$ cat config.mk
export PLATFORM = sky130hd
export DESIGN_NAME = heading_pid_waypoint_steer
export DESIGN_NICKNAME = d
export VERILOG_FILES = /design/src/sv/hpws_pkg.sv /design/src/sv/heading_pid_waypoint_steer.sv /design/src/sv/hpws_ctrl.sv /design/src/sv/hpws_dp.sv
export SDC_FILE = /design/constraint.sdc
export NUM_CORES = 2
export LEC_CHECK = 0
export CORE_MARGIN = 10
export CORE_UTILIZATION = 45
export DETAILED_ROUTE_END_ITERATION = 7
export DONT_BUFFER_PORTS = 1
export PLACE_DENSITY = 0.57
export RECOVER_POWER = 50
export SYNTH_ARGS = -nofsm -noshare
export SYNTH_HDL_FRONTEND = slang
export SYNTH_HIERARCHICAL = 1
export SYNTH_SLANG_ARGS = --single-unit
$ cat constraint.sdc
create_clock -name clock -period 12 [get_ports clock]
set_input_delay 0.6 -clock clock [delete_from_list [all_inputs] [get_ports clock]]
set_output_delay 0.6 -clock clock [all_outputs]
set_load 0.05 [all_outputs]
$ cat src/sv/hpws_pkg.sv
// shared types and constants for the heading pid waypoint steering block
package hpws_pkg;

   // stream payload widths
   localparam int REQ_DATA_W = 56;
   localparam int RSP_DATA_W = 32;

   // action codes carried in req_tuser
   localparam logic [1:0] ACT_ARM     = 2'd0;
   localparam logic [1:0] ACT_HEADING = 2'd1;
   localparam logic [1:0] ACT_FIX     = 2'd2;

   // register indexes on the csr port
   localparam logic [2:0] CFG_GAIN_P    = 3'd0;
   localparam logic [2:0] CFG_GAIN_I    = 3'd1;
   localparam logic [2:0] CFG_GAIN_D    = 3'd2;
   localparam logic [2:0] CFG_PERIOD    = 3'd3;
   localparam logic [2:0] CFG_RATE      = 3'd4;
   localparam logic [2:0] CFG_MAX_TURN  = 3'd5;
   localparam logic [2:0] CFG_TOLERANCE = 3'd6;

   // fixed point constants
   localparam logic        [11:0] CRUISE_SPEED  = 12'd2048;
   localparam logic signed [15:0] FULL_TURN_64  = 16'sd23040;
   localparam logic signed [17:0] DEG64_TO_RAD  = 18'sd73204;
   localparam logic signed [16:0] PI_Q12        = 17'sd12868;
   localparam logic signed [16:0] TWO_PI_Q12    = 17'sd25736;

   typedef enum logic [3:0] {
      OP_NONE,
      OP_MUL_TGT,
      OP_ERR,
      OP_WRAP,
      OP_MUL_INT,
      OP_MUL_DER,
      OP_MUL_P,
      OP_MUL_I,
      OP_MUL_D,
      OP_SUM
   } dp_op_type;

   typedef enum logic [3:0] {
      ST_IDLE,
      ST_TGT,
      ST_ERR,
      ST_WRAP,
      ST_INT,
      ST_DER,
      ST_P,
      ST_I,
      ST_D,
      ST_SUM,
      ST_OUT,
      ST_STOP
   } ctrl_state_type;

   typedef struct packed {
      logic      arm;
      logic      load_yaw;
      logic      capture;
      dp_op_type op;
      logic      emit_run;
      logic      emit_stop;
   } dp_cmd_type;

   typedef struct packed {
      logic armed;
      logic near;
      logic out_free;
   } dp_status_type;

endpackage

$ cat src/sv/heading_pid_waypoint_steer.sv
// heading pid waypoint steering controller, top level
// flow: arm and heading beats are taken in idle and give no result; a fix within
//   tolerance steps through the stop state, a steering fix through the tgt, err,
//   wrap, int, der, p, i, d, sum and out states; rsp stalls hold stop and out
// sharing: one fix at a time on the single 32x18 multiplier, six products in turn
// reset: synchronous, clears armed, yaw, integral, previous error and rsp_tvalid,
//   and loads the register defaults
module heading_pid_waypoint_steer import hpws_pkg::*; (
   input  logic                  clock,
   input  logic                  reset,
   // input stream
   input  logic                  req_tvalid,
   output logic                  req_tready,
   input  logic [REQ_DATA_W-1:0] req_tdata,  // yaw_angle, bearing_deg, target_distance
   input  logic [1:0]            req_tuser,  // action
   // result stream
   output logic                  rsp_tvalid,
   input  logic                  rsp_tready,
   output logic [RSP_DATA_W-1:0] rsp_tdata,  // linear_speed, angular_rate
   output logic [0:0]            rsp_tuser,  // arrived
   // register writes
   input  logic                  csr_valid,
   output logic                  csr_ready,
   input  logic [2:0]            csr_index,
   input  logic [23:0]           csr_wdata
);

   dp_cmd_type    dp_cmd;
   dp_status_type dp_status;

   logic        [11:0] linear_speed;
   logic signed [15:0] angular_rate;
   logic               arrived;

   // registers are plain flops, always ready for a write beat
   assign csr_ready = 1'b1;

   // sequencer: decodes the action of each accepted beat and steps the datapath
   hpws_ctrl u_ctrl (
      .clock      (clock),
      .reset      (reset),
      .req_tvalid (req_tvalid),
      .req_tready (req_tready),
      .action     (req_tuser),
      .status     (dp_status),
      .cmd        (dp_cmd)
   );

   // datapath: field slices of the input beat go straight in
   hpws_dp u_dp (
      .clock           (clock),
      .reset           (reset),
      .cmd             (dp_cmd),
      .status          (dp_status),
      .yaw_angle       ($signed(req_tdata[14:0])),
      .bearing_deg     (req_tdata[29:15]),
      .target_distance (req_tdata[53:30]),
      .csr_write       (csr_valid && csr_ready),
      .csr_index       (csr_index),
      .csr_wdata       (csr_wdata),
      .rsp_valid       (rsp_tvalid),
      .rsp_ready       (rsp_tready),
      .linear_speed    (linear_speed),
      .angular_rate    (angular_rate),
      .arrived         (arrived)
   );

   // pack the result beat, zero pad to whole bytes
   assign rsp_tdata = {4'd0, angular_rate, linear_speed};
   assign rsp_tuser = arrived;

`ifndef SYNTH
   // a stop beat carries zero speed and zero rate
   a_stop_zero: assert property (@(posedge clock) disable iff (reset)
      rsp_tvalid && rsp_tuser[0] |-> rsp_tdata[27:0] == 28'd0)
      else $error("stop beat with nonzero payload");

   // a steering beat carries the cruise speed
   a_run_speed: assert property (@(posedge clock) disable iff (reset)
      rsp_tvalid && !rsp_tuser[0] |-> rsp_tdata[11:0] == CRUISE_SPEED)
      else $error("steering beat without cruise speed");

   // results are loaded only when the output register can take them
   a_emit_free: assert property (@(posedge clock) disable iff (reset)
      dp_cmd.emit_run || dp_cmd.emit_stop |-> dp_status.out_free)
      else $error("result overwrote a pending beat");

   // arrival disarms the controller
   a_stop_disarm: assert property (@(posedge clock) disable iff (reset)
      dp_cmd.emit_stop |=> !dp_status.armed)
      else $error("still armed after arrival");
`endif

endmodule

$ cat src/sv/hpws_ctrl.sv
// sequencer for the steering datapath
module hpws_ctrl import hpws_pkg::*; (
   input  logic          clock,
   input  logic          reset,
   input  logic          req_tvalid,
   output logic          req_tready,
   input  logic [1:0]    action,
   input  dp_status_type status,
   output dp_cmd_type    cmd
);

   ctrl_state_type state_ff, state_in;

   always_ff @(posedge clock) begin
      if (reset) begin
         state_ff <= ST_IDLE;
      end else begin
         state_ff <= state_in;
      end
   end

   always_comb begin
      state_in   = state_ff;
      cmd        = '0;
      cmd.op     = OP_NONE;
      req_tready = 1'b0;
      unique case (state_ff)
         ST_IDLE: begin
            req_tready = 1'b1;
            if (req_tvalid) begin
               unique case (action)
                  ACT_ARM:     cmd.arm = 1'b1;
                  ACT_HEADING: cmd.load_yaw = 1'b1;
                  ACT_FIX: begin
                     if (status.armed) begin
                        cmd.capture = 1'b1;
                        state_in    = status.near ? ST_STOP : ST_TGT;
                     end
                  end
                  default: ;
               endcase
            end
         end
         ST_TGT:  begin cmd.op = OP_MUL_TGT; state_in = ST_ERR;  end
         ST_ERR:  begin cmd.op = OP_ERR;     state_in = ST_WRAP; end
         ST_WRAP: begin cmd.op = OP_WRAP;    state_in = ST_INT;  end
         ST_INT:  begin cmd.op = OP_MUL_INT; state_in = ST_DER;  end
         ST_DER:  begin cmd.op = OP_MUL_DER; state_in = ST_P;    end
         ST_P:    begin cmd.op = OP_MUL_P;   state_in = ST_I;    end
         ST_I:    begin cmd.op = OP_MUL_I;   state_in = ST_D;    end
         ST_D:    begin cmd.op = OP_MUL_D;   state_in = ST_SUM;  end
         ST_SUM:  begin cmd.op = OP_SUM;     state_in = ST_OUT;  end
         ST_OUT: begin
            if (status.out_free) begin
               cmd.emit_run = 1'b1;
               state_in     = ST_IDLE;
            end
         end
         ST_STOP: begin
            if (status.out_free) begin
               cmd.emit_stop = 1'b1;
               state_in      = ST_IDLE;
            end
         end
         default: state_in = ST_IDLE;
      endcase
   end

endmodule

$ cat src/sv/hpws_dp.sv
// steering datapath: state, config registers, shared multiplier, output register
module hpws_dp import hpws_pkg::*; (
   input  logic               clock,
   input  logic               reset,
   input  dp_cmd_type         cmd,
   output dp_status_type      status,
   input  logic signed [14:0] yaw_angle,
   input  logic        [14:0] bearing_deg,
   input  logic        [23:0] target_distance,
   input  logic               csr_write,
   input  logic        [2:0]  csr_index,
   input  logic        [23:0] csr_wdata,
   output logic               rsp_valid,
   input  logic               rsp_ready,
   output logic        [11:0] linear_speed,
   output logic signed [15:0] angular_rate,
   output logic               arrived
);

   // configuration
   logic [15:0] gain_p_ff, gain_i_ff, gain_d_ff, period_ff, rate_ff;
   logic [14:0] max_turn_ff;
   logic [23:0] tolerance_ff;

   // controller state
   logic               armed_ff;
   logic signed [14:0] yaw_ff;
   logic signed [31:0] integ_ff, integ_in;
   logic signed [15:0] prev_ff;

   // working registers
   logic        [14:0] bearing_ff;
   logic signed [49:0] prod_ff;
   logic signed [16:0] err_ff, err_in;
   logic signed [25:0] deriv_ff;
   logic signed [50:0] sum_ff, sum_in;

   // output register
   logic               rsp_valid_ff;
   logic        [11:0] speed_ff;
   logic signed [15:0] rate_out_ff;
   logic               arrived_ff;

   logic signed [31:0] mul_a;
   logic signed [17:0] mul_b;
   logic signed [49:0] mul_p;
   logic signed [15:0] tgt64;
   logic signed [49:0] rnd16, rnd8;
   logic signed [15:0] tgt_rad;
   logic signed [32:0] isum;
   logic signed [17:0] diff;
   logic signed [50:0] rnd14, lim, clamped;

   function automatic logic signed [16:0] wrap_step(input logic signed [16:0] e);
      if (e >= PI_Q12) begin
         wrap_step = e - TWO_PI_Q12;
      end else if (e < -PI_Q12) begin
         wrap_step = e + TWO_PI_Q12;
      end else begin
         wrap_step = e;
      end
   endfunction

   assign tgt64   = FULL_TURN_64 - $signed({1'b0, bearing_ff});
   assign rnd16   = (prod_ff + 50'sd32768) >>> 16;
   assign rnd8    = (prod_ff + 50'sd128) >>> 8;
   assign tgt_rad = rnd16[15:0];
   assign isum    = {integ_ff[31], integ_ff} + rnd16[32:0];
   assign diff    = {err_ff[16], err_ff} - {{2{prev_ff[15]}}, prev_ff};
   assign rnd14   = (sum_ff + 51'sd8192) >>> 14;
   assign lim     = $signed({36'd0, max_turn_ff});

   // saturate the integral to 32 bits
   always_comb begin
      if (isum[32] != isum[31]) begin
         integ_in = isum[32] ? 32'sh8000_0000 : 32'sh7FFF_FFFF;
      end else begin
         integ_in = isum[31:0];
      end
   end

   always_comb begin
      if (rnd14 > lim) begin
         clamped = lim;
      end else if (rnd14 < -lim) begin
         clamped = -lim;
      end else begin
         clamped = rnd14;
      end
   end

   // operand select for the shared multiplier
   always_comb begin
      mul_a = '0;
      mul_b = '0;
      case (cmd.op)
         OP_MUL_TGT: begin
            mul_a = {{16{tgt64[15]}}, tgt64};
            mul_b = DEG64_TO_RAD;
         end
         OP_MUL_INT: begin
            mul_a = {{15{err_ff[16]}}, err_ff};
            mul_b = $signed({2'b00, period_ff});
         end
         OP_MUL_DER: begin
            mul_a = {{14{diff[17]}}, diff};
            mul_b = $signed({2'b00, rate_ff});
         end
         OP_MUL_P: begin
            mul_a = {{15{err_ff[16]}}, err_ff};
            mul_b = $signed({2'b00, gain_p_ff});
         end
         OP_MUL_I: begin
            mul_a = integ_ff;
            mul_b = $signed({2'b00, gain_i_ff});
         end
         OP_MUL_D: begin
            mul_a = {{6{deriv_ff[25]}}, deriv_ff};
            mul_b = $signed({2'b00, gain_d_ff});
         end
         default: ;
      endcase
   end

   assign mul_p = mul_a * mul_b;

   always_comb begin
      err_in = err_ff;
      sum_in = sum_ff;
      case (cmd.op) inside
         OP_ERR:   err_in = {tgt_rad[15], tgt_rad} - {{2{yaw_ff[14]}}, yaw_ff};
         OP_WRAP:  err_in = wrap_step(wrap_step(err_ff));
         OP_MUL_I: sum_in = {prod_ff[49], prod_ff};
         OP_MUL_D, OP_SUM: sum_in = sum_ff + {prod_ff[49], prod_ff};
         default: ;
      endcase
   end

   // payload working registers
   always_ff @(posedge clock) begin
      prod_ff <= mul_p;
      err_ff  <= err_in;
      sum_ff  <= sum_in;
      if (cmd.capture) begin
         bearing_ff <= bearing_deg;
      end
      if (cmd.op == OP_MUL_P) begin
         deriv_ff <= rnd8[25:0];
      end
   end

   // configuration registers
   always_ff @(posedge clock) begin
      if (reset) begin
         gain_p_ff    <= 16'd3277;
         gain_i_ff    <= 16'd0;
         gain_d_ff    <= 16'd819;
         period_ff    <= 16'd6554;
         rate_ff      <= 16'd2560;
         max_turn_ff  <= 15'd819;
         tolerance_ff <= 24'd256;
      end else if (csr_write) begin
         unique case (csr_index)
            CFG_GAIN_P:    gain_p_ff    <= csr_wdata[15:0];
            CFG_GAIN_I:    gain_i_ff    <= csr_wdata[15:0];
            CFG_GAIN_D:    gain_d_ff    <= csr_wdata[15:0];
            CFG_PERIOD:    period_ff    <= csr_wdata[15:0];
            CFG_RATE:      rate_ff      <= csr_wdata[15:0];
            CFG_MAX_TURN:  max_turn_ff  <= csr_wdata[14:0];
            CFG_TOLERANCE: tolerance_ff <= csr_wdata;
            default: ;
         endcase
      end
   end

   // steering state
   always_ff @(posedge clock) begin
      if (reset) begin
         armed_ff <= 1'b0;
         yaw_ff   <= '0;
         integ_ff <= '0;
         prev_ff  <= '0;
      end else begin
         if (cmd.arm) begin
            armed_ff <= 1'b1;
         end
         if (cmd.load_yaw) begin
            yaw_ff <= yaw_angle;
         end
         if (cmd.op == OP_MUL_DER) begin
            integ_ff <= integ_in;
            prev_ff  <= err_ff[15:0];
         end
         if (cmd.emit_stop) begin
            armed_ff <= 1'b0;
            integ_ff <= '0;
            prev_ff  <= '0;
         end
      end
   end

   // result register
   always_ff @(posedge clock) begin
      if (reset) begin
         rsp_valid_ff <= 1'b0;
      end else if (cmd.emit_run || cmd.emit_stop) begin
         rsp_valid_ff <= 1'b1;
      end else if (rsp_ready) begin
         rsp_valid_ff <= 1'b0;
      end
   end

   always_ff @(posedge clock) begin
      if (cmd.emit_run) begin
         speed_ff    <= CRUISE_SPEED;
         rate_out_ff <= clamped[15:0];
         arrived_ff  <= 1'b0;
      end else if (cmd.emit_stop) begin
         speed_ff    <= '0;
         rate_out_ff <= '0;
         arrived_ff  <= 1'b1;
      end
   end

   assign status.armed    = armed_ff;
   assign status.near     = (target_distance <= tolerance_ff);
   assign status.out_free = !rsp_valid_ff || rsp_ready;

   assign rsp_valid    = rsp_valid_ff;
   assign linear_speed = speed_ff;
   assign angular_rate = rate_out_ff;
   assign arrived      = arrived_ff;

endmodule

# After elaboration in Yosys (flattened, before gate mapping)
# Cells that the tools add are included.
# totals
elab_cells	137
reg_bits	365
out_inout_bits	36
input_bits	90
# op_classes
muxes	37
n_mul	1
n_reduce_logical	23
eq_ne	33
order_cmp	7
n_addsub	13
n_bitwise	2
# ops
op	n
32-bit case mux with 5 select lines	1
17-bit two-way mux	8
51-bit two-way mux	2
17-bit case mux with 6 select lines	1
16-bit two-way mux	4
32-bit two-way mux	2
51-bit by 15-bit adder with 51-bit output, second input constant	1
51-bit adder	1
37-bit by 51-bit less-than comparator with 1-bit output	1
15-bit negator with 51-bit output	1
32-bit by 18-bit multiplier with 50-bit output	1
49-bit by 17-bit adder with 49-bit output, second input constant	1
4-bit case mux with 11 select lines	1
37-bit by 16-bit greater-than comparator with 1-bit output	1
4-bit case mux with 9 select lines	1
17-bit by 16-bit adder with 17-bit output, second input constant	2
34-bit by 9-bit adder with 34-bit output, second input constant	1
17-bit by 15-bit >= comparator with 1-bit output, second input constant	2
17-bit by 15-bit less-than comparator with 1-bit output, second input constant	2
17-bit by 16-bit subtractor with 17-bit output, second input constant	2
33-bit adder	1
4-bit by 3-bit equality test with 1-bit output, second input constant	8
4-bit equality test, second input constant	6
24-bit less-or-equal comparator	1
27 further kinds	64

# Longest topological paths before layout
# logic_depth
ltp_word	10
mapped_depth	38
depth_no_buf	38

# Cells and area by module
# The synthesis kept the hierarchy.
# by_module_without_submodules
module	area_each_um2	cells_per_inst	seq_area_each_um2	n_inst
hpws_dp	43770.7	5188	8478.1	1
hpws_ctrl	372.9	47	80.1	1
heading_pid_waypoint_steer	45.0	7	0.0	1

# Worst setup path after synthesis
# OpenSTA, ideal clock, no wires.
# synth_timing
path_type	reg-to-reg
startpoint	reg u_dp.err_ff[0]
endpoint	reg u_dp.prod_ff[48]
t_required_ns	11.928
path_slack_ns	3.321
synth_period_minus_slack_ns	8.679
path_stages_with_launch	38
n_path_buf	0
setup_time_ns	0.072
t_arrival_ns	8.607
cell_sequence	edfxtp_1 -> inv_1 -> ha_1 -> fa_1 -> nand2b_1 -> a21boi_0 -> o21ai_0 -> a21oi_1 -> a41oi_1 -> a21oi_1 -> a21o_1 -> a21oi_1 -> xnor2_1 -> a21oi_1 -> nor2_1 -> fa_1 -> inv_1 -> fa_1 -> [2 not listed] -> inv_1 -> fa_1 -> inv_1 -> fa_1 -> inv_1 -> ha_1 -> a21o_1 -> a21oi_1 -> o21bai_1 -> a21o_1 -> a221oi_1 -> o21ai_0 -> a21boi_2 -> o221ai_1 -> a31oi_1 -> o21ai_0 -> a21oi_1 -> xnor2_1
# synth_between
elab_chain_cells	3
# synth_rtl
element	line_no	text
start: declaration	hpws_dp.sv:34	logic signed [16:0] err_ff, err_in;
start signal: assignment	hpws_dp.sv:142	err_ff <= err_in;
17-bit by 16-bit subtractor with 18-bit output	hpws_dp.sv:69	assign diff = {err_ff[16], err_ff} - {{2{prev_ff[15]}}, prev_ff};
32-bit case mux with 5 select lines *	hpws_dp.sv:96	case (cmd.op)
32-bit by 18-bit multiplier with 50-bit output *	hpws_dp.sv:125	assign mul_p = mul_a * mul_b;
named net u_dp.mul_p[48]	hpws_dp.sv:46	logic signed [49:0] mul_p;
end signal: assignment	hpws_dp.sv:141	prod_ff <= mul_p;
end: declaration	hpws_dp.sv:33	logic signed [49:0] prod_ff;
# Mark *: on every way through the listed nets, which the timed path passes. The rest lies on a longest branch.
# A chain may end at the register's enable or synchronous reset.

==> metrics.yaml <==
critical_path:
  crit_fanout: 18
  crit_family: "compound AO/OA/AOI/OAI gates"
  crit_cells: 32
  critPathRequiredTime_ps: 12530
  criticalPathCategory: "flop to flop"
  crit_top_cell: "fa_1"
  crit_arrival_ps: 11190
  r2r-start: "u_ctrl/state_ff[3]"
  startpoint_type: "flop"
  cp_num_buf_inv: 6
  critPathMaxStageDelay_ps: 900
  crit_start: "u_ctrl/state_ff[3]"
  end_kind: "flop"
  r2r_cells: 32
  crit_slowest_cell: "a222oi_1"
floorplan:
  rows: 114
  start_util: 0.456
  dieArea_sq_mm: 0.111
  dieWidth_microns: 333
  core_sq_mm: 0.0970
  boundaryPins: 126
  die_h_microns: 333
cells_and_area:
  drive_gt1_frac: 0.0504
  final_common_cell: "inv_1"
  final_nets: 6089
  layout_common_cells: "inv_1 (758), nand2_1 (686), fa_1 (525), nor2_1 (485), a21oi_1 (399)"
  areaGrowthSynthToFinish_pct: 6.31
  fin_util: 0.484
clocking:
  cts-root-buf: "clkbuf_16"
  htree_num_levels: 2
  clk_latency_ps: 610
  clk_pin_slew_worst_paths_ps: 70
  numCtsBuffers: 42
  hold_buffers: 0
  cts_resized: 0
  clock-sinks: 365
  clockBufferDepth: 3
  post-cts-setup-buffers: 0
  cts_tree: "done"
run_status:
  outcome: "finished with violations"
  violations: "max-capacitance violations, max-slew violations"
placement:
  place_ws_ps: 1610
  place_hpwl_mm: 106
  place_congestion: 0.942
  port_buffers: 0
grt:
  antenna_found_initial: 3
  grt_max_degree: 142
  grt_use_total: 0.239
  overflow: 0
  grt_pass1_vias: 35494
  grt_pass1_wl_mm: 210
timing:
  tns_ps: 0
  post-route-period-util: 0.889
  hold_slack_ps: 69.5
  fmax_mhz: 93.7
  setup_viol: 0
  final_max_slew_viol_count: 135
  max_slew_margin: -1.09
  fin_crit_ps: 10670
  clock_skew_ps: 34.4
  worst_slack_ps: 1330
  rsz0062_at_grt: "false"
  hold_violations: 0
  tightest_slew_ps: 3140
synth:
  synth_warnings: 6
  synthCells: 5242
  synthAdderAreaFrac: 0.332
  synthSimpleGateAreaFrac: 0.173
  synth-async-reset-ratio: 0
  synthFlopType: "dfxtp_1"
  synth_seq_area_share: 0.194
  synth_enable_flop_cells: 125
  synth_seq_cells: 365
  avgSynthCellArea_sq_um: 8.43
  synth_xor_area_frac: 0.0564
  netlist_area_sq_mm: 0.0442
  yosysTopAreaCell: "fa_1"
  synth.distinct_cells: 116
  yosysTopAreaCellShare: 0.238
  yosys-top-cells-area: "fa_1 (24%), dfxtp_1 (11%), ha_1 (9.4%)"
  synth_compound_area_frac: 0.145
  synth_mux_area_frac: 0.0118
  synth_top_family_by_area: "adder cells"
detailed_routing:
  wl_met3_mm: 9.07
  drc: 0
  wl_met2_mm: 59.6
  firstDrtPassIters: 7
  wl_per_cell_microns: 20.7
  drt_iter0_drc: 3017
  drt-met1-wl_mm: 59.5
  vias_per_cell: 5.58
  postRouteAntennaNets: 0
  highest_layer: "met5"
  wirelength_mm: 134
  vias: 36039
power_and_ir_drop:
  power_mw: 2.92
  p_per_area_mw_per_mm2: 62.2
  p_leak_nw: 21.4
  worst_ir_drop_vdd_v: 0.0000905
flow_run:
  drv_cap: 5
worst_hold_path:
  hold_class: "input port to flop"
  holdPathStages: 1
  min_from: "reset"
-- layer usage --
| metal | global-route usage | vias to the layer above |
|---|---|---|
| li1 | - | 16975 |
| met1 | 0.328 | 17687 |
| met2 | 0.373 | 1137 |
| met3 | 0.0386 | 238 |
| met4 | 0.0940 | 2 |
| met5 | 0 | - |
-- where the power goes --
part	leakage, nW	total, mW	internal (mW)	switching [mW]
clock network	0.744	1.40	0.817	0.582
logic	17.5	0.219	0.0790	0.140
registers	3.12	1.31	1.29	0.0159
-- registers in the layout, summed over array words and instances, names as in the netlist, 4 cells and up --
signal,flops
u_dp/sum_ff,51
u_dp/deriv_ff,26
u_dp/angular_rate,16
u_dp/prev_ff,16
u_ctrl/state_ff,4
u_dp/gain_d_ff,16
u_dp/prod_ff,50
u_dp/yaw_ff,15
u_dp/rate_ff,16
u_dp/gain_i_ff,16
u_dp/gain_p_ff,16
u_dp/bearing_ff,15
u_dp/integ_ff,32
u_dp/max_turn_ff,15
u_dp/tolerance_ff,24
u_dp/err_ff,17
u_dp/period_ff,16
-- cell type report --
type	instances	area, sq um
tap	1276	1600
clock buffer	54	1220
clock inverter	23	273
inverter	762	2860
fill	9470	50000
sequential	365	8560
multi-input combinational	3899	31900
timing repair buffer	72	518
antenna	2	5.00
-- stage by stage --
stage,instance area [sq um],cells
finish,47000,6453
global route,47000,6453
CTS,47000,6451
detailed placement,45500,6374
global placement,45500,6374
floorplan,44200,5255
-- path summary, 6_finish.rpt --
check                                              to  slack (ps)
worst max-delay path                 u_dp/prod_ff[48]        1330
worst min-delay path            u_dp/tolerance_ff[22]          70
worst max register to register       u_dp/prod_ff[48]        1330
worst min register to register      u_dp/period_ff[6]         450
-- cell families (layout without fill, tap and decap cells) --
family                   count (synthesis)  in the layout
adder cells (fa/ha/maj)                859            859
AO/OA/AOI/OAI                         1006           1006
other                                    3             18
multiplexers                            51             51
flip-flops                             365            365
XOR/XNOR                               282            282
AND/OR/NAND/NOR                       1685           1685
buffers and inverters                  991            911
-- synth_stat cells, types with 14 or more instances --
cell	count
ha_1	332
buf_4	26
nor2b_1	44
nor2_2	24
nand4_1	33
o211ai_1	24
buf_2	18
xnor2_1	182
and2_1	20
a211oi_1	23
nand3_1	90
nand2b_1	58
o21a_1	26
inv_1	757
a31oi_1	26
a222oi_1	14
a21o_1	89
nand2_1	688
o21bai_1	31
a21oi_1	406
nor3_1	42
fa_1	525
nand3b_1	33
edfxtp_1	125
o21ai_0	178
and3_1	74
clkbuf_1	170
mux2i_1	44
nor2_1	487
xor2_1	97
o32ai_1	16
nor4_1	15
dfxtp_1	240
Power figures use the tool's default switching activity.
